===== src/rtl/fdtb_pkg.sv =====
// Shared codes and constants for the frame delay timer bank.
package fdtb_pkg;

	typedef enum logic [1:0] {
		ACT_TICK    = 2'd0,
		ACT_START   = 2'd1,
		ACT_RESTART = 2'd2,
		ACT_STOP    = 2'd3
	} action_t;

	typedef enum logic [1:0] {
		EV_ACK     = 2'd0,
		EV_STARTED = 2'd1,
		EV_FIRED   = 2'd2
	} event_t;

	typedef enum logic [1:0] {
		ST_OK      = 2'd0,
		ST_FULL    = 2'd1,
		ST_NO_SLOT = 2'd2
	} status_t;

	localparam logic [9:0]  FPS_RESET   = 10'd60;
	localparam logic [15:0] LIMIT_MAX   = 16'hFFFF;
	localparam int          MAX_REPORTS = 16;
	localparam int          REPORT_W    = 5;
	localparam int          PROD_W      = 26;
	// floor(p / 1000) == (p * RECIP_MULT) >> RECIP_SHIFT for every p below 2**26
	localparam int          RECIP_W     = 27;
	localparam logic [RECIP_W-1:0] RECIP_MULT = 27'd68719477;
	localparam int          RECIP_SHIFT = 36;
	localparam int          QUO_W       = 17;

endpackage


===== src/rtl/fdtb_ram.sv =====
// Generic single-write, single-read synchronous RAM with registered read data.
module fdtb_ram #(
	parameter int WIDTH = 16,
	parameter int DEPTH = 16
) (
	input  logic                                  clk,
	input  logic                                  we,
	input  logic [(DEPTH > 1 ? $clog2(DEPTH) : 1)-1:0] waddr,
	input  logic [WIDTH-1:0]                      wdata,
	input  logic                                  re,
	input  logic [(DEPTH > 1 ? $clog2(DEPTH) : 1)-1:0] raddr,
	output logic [WIDTH-1:0]                      rdata
);

	logic [WIDTH-1:0] mem_q [DEPTH];

	always_ff @(posedge clk) begin
		if (we) begin
			mem_q[waddr] <= wdata;
		end
		if (re) begin
			rdata <= mem_q[raddr];
		end
	end

endmodule


===== src/rtl/frame_delay_timer_bank_core.sv =====
// Frame delay timer bank: one-shot frame timers kept in two synchronous RAMs.
//
// Input channel (in_valid/in_stall) carries one command word: tick, start,
// restart or stop. Output channel (out_valid/out_stall) returns result words
// with slot, event_res, status and last. One command is worked at a time;
// in_stall is high from acceptance until its last result is in the output
// register.
// Start: the ms-to-frames multiply (product, then reciprocal product) is
// registered, then a scan of one slot per cycle finds the lowest free slot.
// Restart/stop: done once the output register is free. Tick: walks the count
// and limit RAMs one slot per cycle with a read-ahead of one, unless held up;
// fired reports leave in ascending slot order, the final one marked last.
// The output register takes a new word while the old one is being taken;
// while out_stall holds a word, the walk pauses on the next report.
// Reset clears all timers (active flags only) and sets frames_per_second
// to 60. The frame rate is written through cfg_write_en/cfg_write_data.
module frame_delay_timer_bank_core #(
	parameter int TIMER_SLOTS = 16
) (
	input  logic        clk,
	input  logic        arst_n,
	input  logic        cfg_write_en,
	input  logic [9:0]  cfg_write_data,
	input  logic        in_valid,
	output logic        in_stall,
	input  logic [1:0]  action,
	input  logic        paused,
	input  logic [15:0] duration_ms,
	input  logic        pause_sensitive,
	input  logic [3:0]  target_slot,
	input  logic        fire_on_stop,
	output logic        out_valid,
	input  logic        out_stall,
	output logic [3:0]  slot,
	output logic [1:0]  event_res,
	output logic [1:0]  status,
	output logic        last
);

	import fdtb_pkg::*;

	localparam int SW = TIMER_SLOTS > 1 ? $clog2(TIMER_SLOTS) : 1;
	localparam logic [SW-1:0] LAST_IDX = SW'(TIMER_SLOTS - 1);

	typedef enum logic [2:0] {
		S_IDLE,
		S_TICK,
		S_MULT,
		S_SCAN,
		S_TARGET
	} state_t;

	state_t state_q;

	logic [9:0]             fps_q;
	logic [TIMER_SLOTS-1:0] active_q;

	logic [1:0]  action_q;
	logic        paused_q;
	logic [15:0] ms_q;
	logic        psens_q;
	logic [3:0]  target_q;
	logic        fire_q;

	logic [PROD_W-1:0]         prod_q;
	logic [PROD_W+RECIP_W-1:0] recip_q;

	logic [SW-1:0]       rd_idx_q;
	logic                rd_done_q;
	logic                tick_vld_s1;
	logic [SW-1:0]       tick_idx_s1;
	logic [REPORT_W-1:0] n_q;
	logic                pend_vld_q;
	logic [SW-1:0]       pend_slot_q;
	logic [SW-1:0]       scan_idx_q;

	logic       out_vld_q;
	logic [3:0] out_slot_q;
	logic [1:0] out_event_q;
	logic [1:0] out_status_q;
	logic       out_last_q;

	logic          cnt_we;
	logic [SW-1:0] cnt_waddr;
	logic [15:0]   cnt_wdata;
	logic [15:0]   cnt_rdata;
	logic          lim_we;
	logic [16:0]   lim_wdata;
	logic [16:0]   lim_rdata;
	logic          rd_en;

	logic             out_free;
	logic             tick_act;
	logic [15:0]      cnt_nx;
	logic             tick_fire;
	logic             blocked;
	logic             tick_adv;
	logic             flush;
	logic             claim;
	logic             full;
	logic [SW-1:0]    tgt_idx;
	logic             tgt_ok;
	logic [QUO_W-1:0] quo;
	logic [15:0]      limit_calc;

	logic       out_load;
	logic [3:0] out_slot_d;
	logic [1:0] out_event_d;
	logic [1:0] out_status_d;
	logic       out_last_d;

	fdtb_ram #(.WIDTH(16), .DEPTH(TIMER_SLOTS)) u_count_ram (
		.clk   (clk),
		.we    (cnt_we),
		.waddr (cnt_waddr),
		.wdata (cnt_wdata),
		.re    (rd_en),
		.raddr (rd_idx_q),
		.rdata (cnt_rdata)
	);

	// word: {holds_on_pause, frame_limit}
	fdtb_ram #(.WIDTH(17), .DEPTH(TIMER_SLOTS)) u_limit_ram (
		.clk   (clk),
		.we    (lim_we),
		.waddr (scan_idx_q),
		.wdata (lim_wdata),
		.re    (rd_en),
		.raddr (rd_idx_q),
		.rdata (lim_rdata)
	);

	assign in_stall  = (state_q != S_IDLE);
	assign out_valid = out_vld_q;
	assign slot      = out_slot_q;
	assign event_res = out_event_q;
	assign status    = out_status_q;
	assign last      = out_last_q;

	assign out_free = !out_vld_q || !out_stall;

	assign quo        = recip_q[RECIP_SHIFT +: QUO_W];
	assign limit_calc = (ms_q == 16'd0) ? 16'd1 :
	                    (quo[QUO_W-1] ? LIMIT_MAX : quo[15:0]);

	assign tgt_idx = SW'(target_q);
	assign tgt_ok  = (9'(target_q) < 9'(TIMER_SLOTS)) && active_q[tgt_idx];

	assign tick_act  = active_q[tick_idx_s1] && !(lim_rdata[16] && paused_q);
	assign cnt_nx    = (cnt_rdata == LIMIT_MAX) ? cnt_rdata : cnt_rdata + 16'd1;
	assign tick_fire = tick_act && (cnt_nx >= lim_rdata[15:0])
	                   && (n_q < REPORT_W'(MAX_REPORTS));
	assign blocked   = tick_vld_s1 && tick_fire && pend_vld_q && !out_free;
	assign tick_adv  = (state_q == S_TICK) && !blocked;
	assign rd_en     = tick_adv && !rd_done_q;
	assign flush     = (state_q == S_TICK) && rd_done_q && !tick_vld_s1;

	assign claim = (state_q == S_SCAN) && out_free && !active_q[scan_idx_q];
	assign full  = (state_q == S_SCAN) && out_free && active_q[scan_idx_q]
	               && (scan_idx_q == LAST_IDX);

	assign lim_we    = claim;
	assign lim_wdata = {psens_q, limit_calc};

	always_comb begin
		cnt_we       = 1'b0;
		cnt_waddr    = tick_idx_s1;
		cnt_wdata    = cnt_nx;
		out_load     = 1'b0;
		out_slot_d   = 4'(pend_slot_q);
		out_event_d  = EV_FIRED;
		out_status_d = ST_OK;
		out_last_d   = 1'b0;
		case (state_q)
			S_TICK: begin
				if (tick_adv && tick_vld_s1 && tick_act) begin
					cnt_we = 1'b1;
				end
				if (tick_adv && tick_vld_s1 && tick_fire && pend_vld_q) begin
					out_load = 1'b1;
				end
				if (flush && pend_vld_q && out_free) begin
					out_load   = 1'b1;
					out_last_d = 1'b1;
				end
			end
			S_SCAN: begin
				if (claim) begin
					cnt_we       = 1'b1;
					cnt_waddr    = scan_idx_q;
					cnt_wdata    = 16'd0;
					out_load     = 1'b1;
					out_slot_d   = 4'(scan_idx_q);
					out_event_d  = EV_STARTED;
					out_last_d   = 1'b1;
				end else if (full) begin
					out_load     = 1'b1;
					out_slot_d   = 4'd0;
					out_event_d  = EV_ACK;
					out_status_d = ST_FULL;
					out_last_d   = 1'b1;
				end
			end
			S_TARGET: begin
				if (out_free) begin
					out_load   = 1'b1;
					out_slot_d = target_q;
					out_last_d = 1'b1;
					if (!tgt_ok) begin
						out_event_d  = EV_ACK;
						out_status_d = ST_NO_SLOT;
					end else if (action_q == ACT_RESTART) begin
						out_event_d = EV_ACK;
						cnt_we      = 1'b1;
						cnt_waddr   = tgt_idx;
						cnt_wdata   = 16'd0;
					end else begin
						out_event_d = fire_q ? EV_FIRED : EV_ACK;
					end
				end
			end
			default: begin
			end
		endcase
	end

	// frame-limit arithmetic: fps * ms, then divide by 1000 via reciprocal
	always_ff @(posedge clk) begin
		if (in_valid && !in_stall) begin
			prod_q <= PROD_W'(fps_q) * PROD_W'(duration_ms);
		end
		recip_q <= (PROD_W+RECIP_W)'(prod_q) * (PROD_W+RECIP_W)'(RECIP_MULT);
	end

	always_ff @(posedge clk or negedge arst_n) begin
		if (!arst_n) begin
			state_q      <= S_IDLE;
			fps_q        <= FPS_RESET;
			active_q     <= '0;
			action_q     <= ACT_TICK;
			paused_q     <= 1'b0;
			ms_q         <= '0;
			psens_q      <= 1'b0;
			target_q     <= '0;
			fire_q       <= 1'b0;
			rd_idx_q     <= '0;
			rd_done_q    <= 1'b0;
			tick_vld_s1  <= 1'b0;
			tick_idx_s1  <= '0;
			n_q          <= '0;
			pend_vld_q   <= 1'b0;
			pend_slot_q  <= '0;
			scan_idx_q   <= '0;
			out_vld_q    <= 1'b0;
			out_slot_q   <= '0;
			out_event_q  <= EV_ACK;
			out_status_q <= ST_OK;
			out_last_q   <= 1'b0;
		end else begin
			if (cfg_write_en) begin
				fps_q <= cfg_write_data;
			end
			if (out_load) begin
				out_vld_q    <= 1'b1;
				out_slot_q   <= out_slot_d;
				out_event_q  <= out_event_d;
				out_status_q <= out_status_d;
				out_last_q   <= out_last_d;
			end else if (out_vld_q && !out_stall) begin
				out_vld_q <= 1'b0;
			end
			case (state_q)
				S_IDLE: begin
					if (in_valid) begin
						action_q <= action;
						paused_q <= paused;
						ms_q     <= duration_ms;
						psens_q  <= pause_sensitive;
						target_q <= target_slot;
						fire_q   <= fire_on_stop;
						case (action)
							ACT_TICK: begin
								state_q     <= S_TICK;
								rd_idx_q    <= '0;
								rd_done_q   <= 1'b0;
								tick_vld_s1 <= 1'b0;
								n_q         <= '0;
								pend_vld_q  <= 1'b0;
							end
							ACT_START: begin
								state_q <= S_MULT;
							end
							default: begin
								state_q <= S_TARGET;
							end
						endcase
					end
				end
				S_TICK: begin
					if (tick_adv) begin
						if (tick_vld_s1 && tick_fire) begin
							active_q[tick_idx_s1] <= 1'b0;
							n_q                   <= n_q + REPORT_W'(1);
							pend_vld_q            <= 1'b1;
							pend_slot_q           <= tick_idx_s1;
						end
						tick_vld_s1 <= !rd_done_q;
						tick_idx_s1 <= rd_idx_q;
						if (!rd_done_q) begin
							if (rd_idx_q == LAST_IDX) begin
								rd_done_q <= 1'b1;
							end else begin
								rd_idx_q <= rd_idx_q + SW'(1);
							end
						end
					end
					if (flush && (!pend_vld_q || out_free)) begin
						state_q <= S_IDLE;
					end
				end
				S_MULT: begin
					state_q    <= S_SCAN;
					scan_idx_q <= '0;
				end
				S_SCAN: begin
					if (claim) begin
						active_q[scan_idx_q] <= 1'b1;
						state_q              <= S_IDLE;
					end else if (full) begin
						state_q <= S_IDLE;
					end else if (active_q[scan_idx_q] && (scan_idx_q != LAST_IDX)) begin
						scan_idx_q <= scan_idx_q + SW'(1);
					end
				end
				S_TARGET: begin
					if (out_free) begin
						if (tgt_ok && (action_q == ACT_STOP)) begin
							active_q[tgt_idx] <= 1'b0;
						end
						state_q <= S_IDLE;
					end
				end
				default: begin
					state_q <= S_IDLE;
				end
			endcase
		end
	end

endmodule


===== config.mk =====
export PLATFORM = sky130hd
export DESIGN_NAME = frame_delay_timer_bank_core
export DESIGN_NICKNAME = d
export VERILOG_FILES = /design/src/rtl/fdtb_pkg.sv /design/src/rtl/fdtb_ram.sv /design/src/rtl/frame_delay_timer_bank_core.sv
export SDC_FILE = /design/constraint.sdc
export NUM_CORES = 2
export LEC_CHECK = 0
export ABC_AREA = 1
export BUFFER_PORTS_ARGS = -buffer_cell sky130_fd_sc_hd__buf_2
export CORE_ASPECT_RATIO = 0.5
export CORE_MARGIN = 5
export CORE_UTILIZATION = 65
export DETAILED_ROUTE_END_ITERATION = 8
export PLACE_DENSITY = 0.82
export SLEW_MARGIN = 20
export SYNTH_ARGS = -nofsm -noshare
export SYNTH_HDL_FRONTEND = slang
export SYNTH_SLANG_ARGS = --single-unit

===== constraint.sdc =====
create_clock -name clk -period 6.1 [get_ports clk]
set_clock_uncertainty 0.05 [all_clocks]
set_input_delay 0.61 -clock clk [delete_from_list [all_inputs] [get_ports clk]]
set_output_delay 0.61 -clock clk [all_outputs]
set_load 0.005 [all_outputs]

Yosys cells after proc, flatten, opt, wreduce, memory -nomap -nowiden
Memories as Yosys holds them, arrays and structs flattened. A register that Yosys moved wholly into a read port is not among the register bits.
Cells that the tools add are included.

operators by class
  add/subtract/negate cells = 4
  multiply operators = 2
  $lt $le $gt $ge = 8
  equality and inequality tests = 25
  muxes and demuxes = 99
  bitwise operators = 5
  reductions and logical operators = 58

operator list
  cell                                                         count
  2-to-1 mux 16 bit                                            12
  2-to-1 mux 4 bit                                             15
  multiplier 26 x 27 -> 53 bit (second input constant)         1
  one-hot mux 16 bit (3 select lines)                          1
  bitwise AND 16 bit                                           2
  2-to-1 mux 1 bit                                             32
  NOT 16 bit                                                   2
  one-hot mux 16 bit (2 select lines)                          1
  one-hot mux 4 bit (2 select lines)                           4
  logical AND 1 bit                                            29
  multiplier 10 x 16 -> 26 bit                                 1
  2-to-1 mux 5 bit                                             4
  inequality test 2 bit (second input constant)                9
  adder 16 x 1 -> 16 bit (second input constant)               1
  == test 16 bit (second input constant)                       1
  greater-or-equal comparator 16 bit                           1
  logical NOT 16 bit                                           1
  2-to-1 mux 2 bit                                             8
  bitwise OR 16 bit                                            1
  less-than comparator 4 x 5 -> 1 bit (second input constant)  3
  2-to-1 mux 3 bit                                             5
  one-hot mux 3 bit (5 select lines)                           1
  binary-select mux 1 bit (select 4 bit)                       3
  demux 1 bit (select 4 bit)                                   3
  other kinds (29)                                             60

word-level totals
  flip-flop bits (word level) = 167
  memory bits (writable) = 528
  memories kept = 2

memory list
  name               words  width  rd ports  clocked after memory_dff  wr ports  line            source
  u_limit_ram.mem_q  16     17     1         1                         1         fdtb_ram.sv:15  logic [WIDTH-1:0] mem_q [DEPTH];
  u_count_ram.mem_q  16     16     1         1                         1         fdtb_ram.sv:15

Depth between registers and ports, before layout
  depth in word-level cells = 17
  gate-level depth with buffers = 29
  mapped depth without buffers = 28

Cells and area by module
From an unflattened synthesis, not the netlist that was laid out.

second synthesis, totals
  cells, all modules = 5239
  area total of the unflattened synthesis = 47621.9 um2

modules (own cells, without submodules)
  module                       instances  cells an instance  area an instance (um2)  seq. area each (um2)
  frame_delay_timer_bank_core  1          3026               23882.9                 3328.2
  fdtb_ram (u_limit_ram)       1          1139               12197.9                 8678.3
  fdtb_ram (u_count_ram)       1          1074               11541.1                 8167.8

Least setup slack after synthesis
Ideal clock, no wire load.

  path kind = register to register
  start point = register prod_q[24]
  end point = register recip_q[48]
  library setup time = 0.112 ns
  arrival = 5.284 ns
  required time = 5.938 ns
  path slack = 0.654 ns
  cell stages (with the launch flop) = 22
  path buffers = 0
  path through = edfxtp_1 -> fa_1 -> inv_1 -> fa_1 -> fa_1 -> inv_1 -> fa_1 -> fa_1 -> inv_1 -> fa_1 -> inv_1 -> fa_1 -> ha_1 -> nand2_1 -> nor2_1 -> inv_1 -> nor4_1 -> nand3_1 -> nand3_1 -> nand2_1 -> nand3_1 -> nand2_1

on the way
  longest elaborated chain between the ends = 1

ends and longest elaborated chain
  item                          line                                source
  start: declaration            frame_delay_timer_bank_core.sv:65   logic [PROD_W-1:0] prod_q;
  start signal: assignment      frame_delay_timer_bank_core.sv:230  prod_q <= PROD_W'(fps_q) * PROD_W'(duration_ms);
  multiplier 26 x 27 -> 53 bit  frame_delay_timer_bank_core.sv:232  recip_q <= (PROD_W+RECIP_W)'(prod_q) * (PROD_W+RECIP_W)'(RECIP_MULT);
  end signal: assignment        frame_delay_timer_bank_core.sv:232
  end: declaration              frame_delay_timer_bank_core.sv:66   logic [PROD_W+RECIP_W-1:0] recip_q;

No other way between the ends.
A chain may end at the register's enable or synchronous reset.

Worst setup path after layout
  start point = register prod_q[16]
  end point = register recip_q[51]

The elaborated chain is that of the path after synthesis.

==> results.md <==
* Drc violations at 0
* Fin Setup TNS at 0 ns
* Async SR Flop Fraction at 0.127
* Required @ worst endpoint at between 6 and 7 ns
* Routed vias at around 33k
* Clock Sinks at 692
* Clk pin slew, worst setup/hold paths at around 0.070 ns
* Die X at roughly 380 µm
* Met3 usage at 0.0593
* Antenna Nets Post-Route at 0
* Max-cap viol count at 0
* Layer with the highest usage: met2
* Vias in the first global route at 33.4k
* Die Ht at slightly below 200 µm
* Worst Hold Class: in2reg
* Met2 Track Usage GR at 0.507
* Final Hold Fails at 0
* Most common flop cell mapped by yosys: edfxtp_1
* CP Max Fanout at 6
* Top-level I/O count at 51
* WL final at approximately 120 mm
* Worst Setup Start Kind: flip-flop
* Post-Syn Nets at about 5.3k
* Iter 0 DRT Violations at ~3.6k
* Core area at between 60000 and 70000 µm²
* Worst-margin pin slew at roughly 1.1 ns
* Largest net degree at the start of global routing at roughly 270
* Share of the synthesized area in the top cell type at 0.389
* Met1 usage at 0.452
* Total Routing Usage GR at 0.318
* Mean Syn Cell Area at 9.93 µm²
* Largest buffer count on any clock path at 3
* Tcrit/Tclk final at 0.947
* Post-Syn Instances at roughly 4.6k
* Mapped Area at 45300 µm²
* Critical Path AT at between 6 and 7 ns
* Drt wl/cell at 21.4 µm
* First-pass GRT wire length at 187 mm
* Yosys Warn Count at 0
* Hold Slack at about 0.10 ns
* Share of cells above drive strength 1 at 0.0705
* Synth unique cells at 53
* Row cnt at between 60 and 70
* Peak Freq at about 170 MHz
* Slew margin rel. at 0.250
* Final GP Congestion at ~1
* Synth top area cells: edfxtp_1 (39%), fa_1 (14%), ha_1 (9.7%)
* Later-pin clock latency in the skew report at 0.66 ns
* CTS tree: done
* Grt ovf at 0
* Antenna violations before repair at 2
* Die area at 75400 µm²
* Top cell type by total area after synthesis: edfxtp_1
* Kind of critical path: reg2reg
* IO buf count at 50
* Number of synthesized flops with an enable pin at slightly below 600
* Area growth, synth to finish at 8.03%
* Final setup violation count at 0
* Starting Density at 0.656
* Crit path capture type: flip-flop
* Fin crit period at just under 6 ns
* DRT Pass-1 Iters at 8
* Sequential share of the synthesized area at 0.446
* Via density at around 6.0
* FF+latch count, synth at around 690
* CTS H-Tree Depth at 2
* Slew Viols, Final at 0
* Number of buffers created by CTS at roughly 60
* Nets at approximately 5.3k
* Status: finished clean
* Root Driver: clkbuf_16
* DP HPWL at between 80 and 90 mm
[cells in the final DEF, fill, tap and decap left out, drive strengths merged, types with 37 or more instances in the layout]
cell type  count
nand2        903
nor3          47
o21ai        276
fa           322
a221oi        39
edfxtp       587
nand4         70
o22ai         37
inv          786
buf          128
dfrtp         84
nand3        167
clkbuf        74
a21oi        172
ha           352
nor2         373
[registers in the layout, summed over array words and instances, names as in the netlist, 5 cells and up]
signal,cells
prod_q,26
ms_q,16
u_limit_ram.rdata,17
u_count_ram.rdata,16
recip_q,17
u_count_ram.mem_q,256
u_limit_ram.mem_q,272
active_q,16
fps_q,10
n_q,5
[per-stage QoR]
stage	worst slack [ns]	utilization	instances	instance area, µm²
2_1_floorplan	0.654	-	4560	45300
3_3_place_gp	0.304	0.677	5458	46700
3_5_place_dp	0.154	0.677	5458	46700
4_1_cts	0.167	0.707	5570	48800
5_1_grt	-0.00759	0.709	5581	48900
6_report	0.326	0.709	5582	48900
[cell usage after synthesis, drive strengths merged (5+ instances only)]
| master | n |
|---|---|
| o21ai | 276 |
| dfrtp | 84 |
| fa | 322 |
| inv | 780 |
| buf | 31 |
| nor4 | 10 |
| nand3 | 167 |
| clkbuf | 133 |
| a21oi | 172 |
| a31oi | 14 |
| a32o | 8 |
| nor3 | 47 |
| nor2 | 373 |
| dfxtp | 17 |
| nand4 | 70 |
| a221oi | 39 |
| a21o | 12 |
| o22ai | 37 |
| xnor2 | 11 |
| o21bai | 9 |
| or2 | 5 |
| o221ai | 29 |
| ha | 352 |
| edfxtp | 587 |
| mux2 | 10 |
| xor2 | 34 |
| nand2 | 903 |
[cells by family after synthesis]
logic type               synth area share
AO/OA/AOI/OAI                      0.0779
XOR/XNOR                          0.00870
adder cells (fa/ha/maj)             0.240
buffers and inverters              0.0794
flip-flops                          0.446
multiplexers                      0.00249
AND/OR/NAND/NOR                     0.146
[path summary, 6_finish.rpt]
check                                     start              endpoint  slack [ns]  cells past startpoint
max                        prod_q[16]$_DFFE_PP_   recip_q[51]$_DFF_P_        0.33                     21
min                                      paused  paused_q$_DFFE_PN0P_        0.10                      3
max reg2reg                prod_q[16]$_DFFE_PP_   recip_q[51]$_DFF_P_        0.33                     21
min reg2reg                 ms_q[4]$_DFFE_PN0P_   ms_q[4]$_DFFE_PN0P_        0.42                      2
max in group asynchronous                arst_n  fps_q[8]$_DFFE_PN0P_        4.45                      3
min in group asynchronous                arst_n   slot[2]$_DFFE_PN0P_        0.38                      2
[worst max-delay path, stage by stage (launching register included)]
cell and delay [ns]:
edfxtp_1 0.52, ha_1 0.40, fa_1 0.51, inv_1 0.06, fa_1 0.52, inv_1 0.06
fa_1 0.54, inv_1 0.05, fa_1 0.39, fa_1 0.53, inv_1 0.06, fa_1 0.47
inv_1 0.04, ha_1 0.30, a21oi_1 0.22, o21ai_0 0.20, a21oi_1 0.29, nor2_1 0.07
o21ai_1 0.19, nand3_1 0.11, nand2_1 0.07, nand2_1 0.04
[area by class of cell]
type	instances	area (µm²)
multi-input cells	2924	21700
flip-flops and latches	692	20200
fillers	5001	20100
inverters	780	2930
clock buffers	74	1610
well taps	945	1180
repair buffers	129	881
clock inverters	37	463
diodes	1	2.50
[what timing repair did]
| item | in CTS | in global routing |
|---|---|---|
| gates resized for setup | 0 | 3 |
| endpoints found under the hold margin | 31 | 0 |
| setup buffers | 0 | 10 |
| setup endpoints to repair | 0 | 9 |
| hold buffers | 1 | 0 |
[metal layers]
metal / up-vias / routed length [µm]
li1: 15100 / -
met1: 16200 / 49500
met2: 1644 / 55200
met3: 271 / 11200
met4: 4 / 3750
met5: - / 18
Power is not shown: default switching activity piles up to over one toggle a cycle in this logic, so the estimate is an artifact.
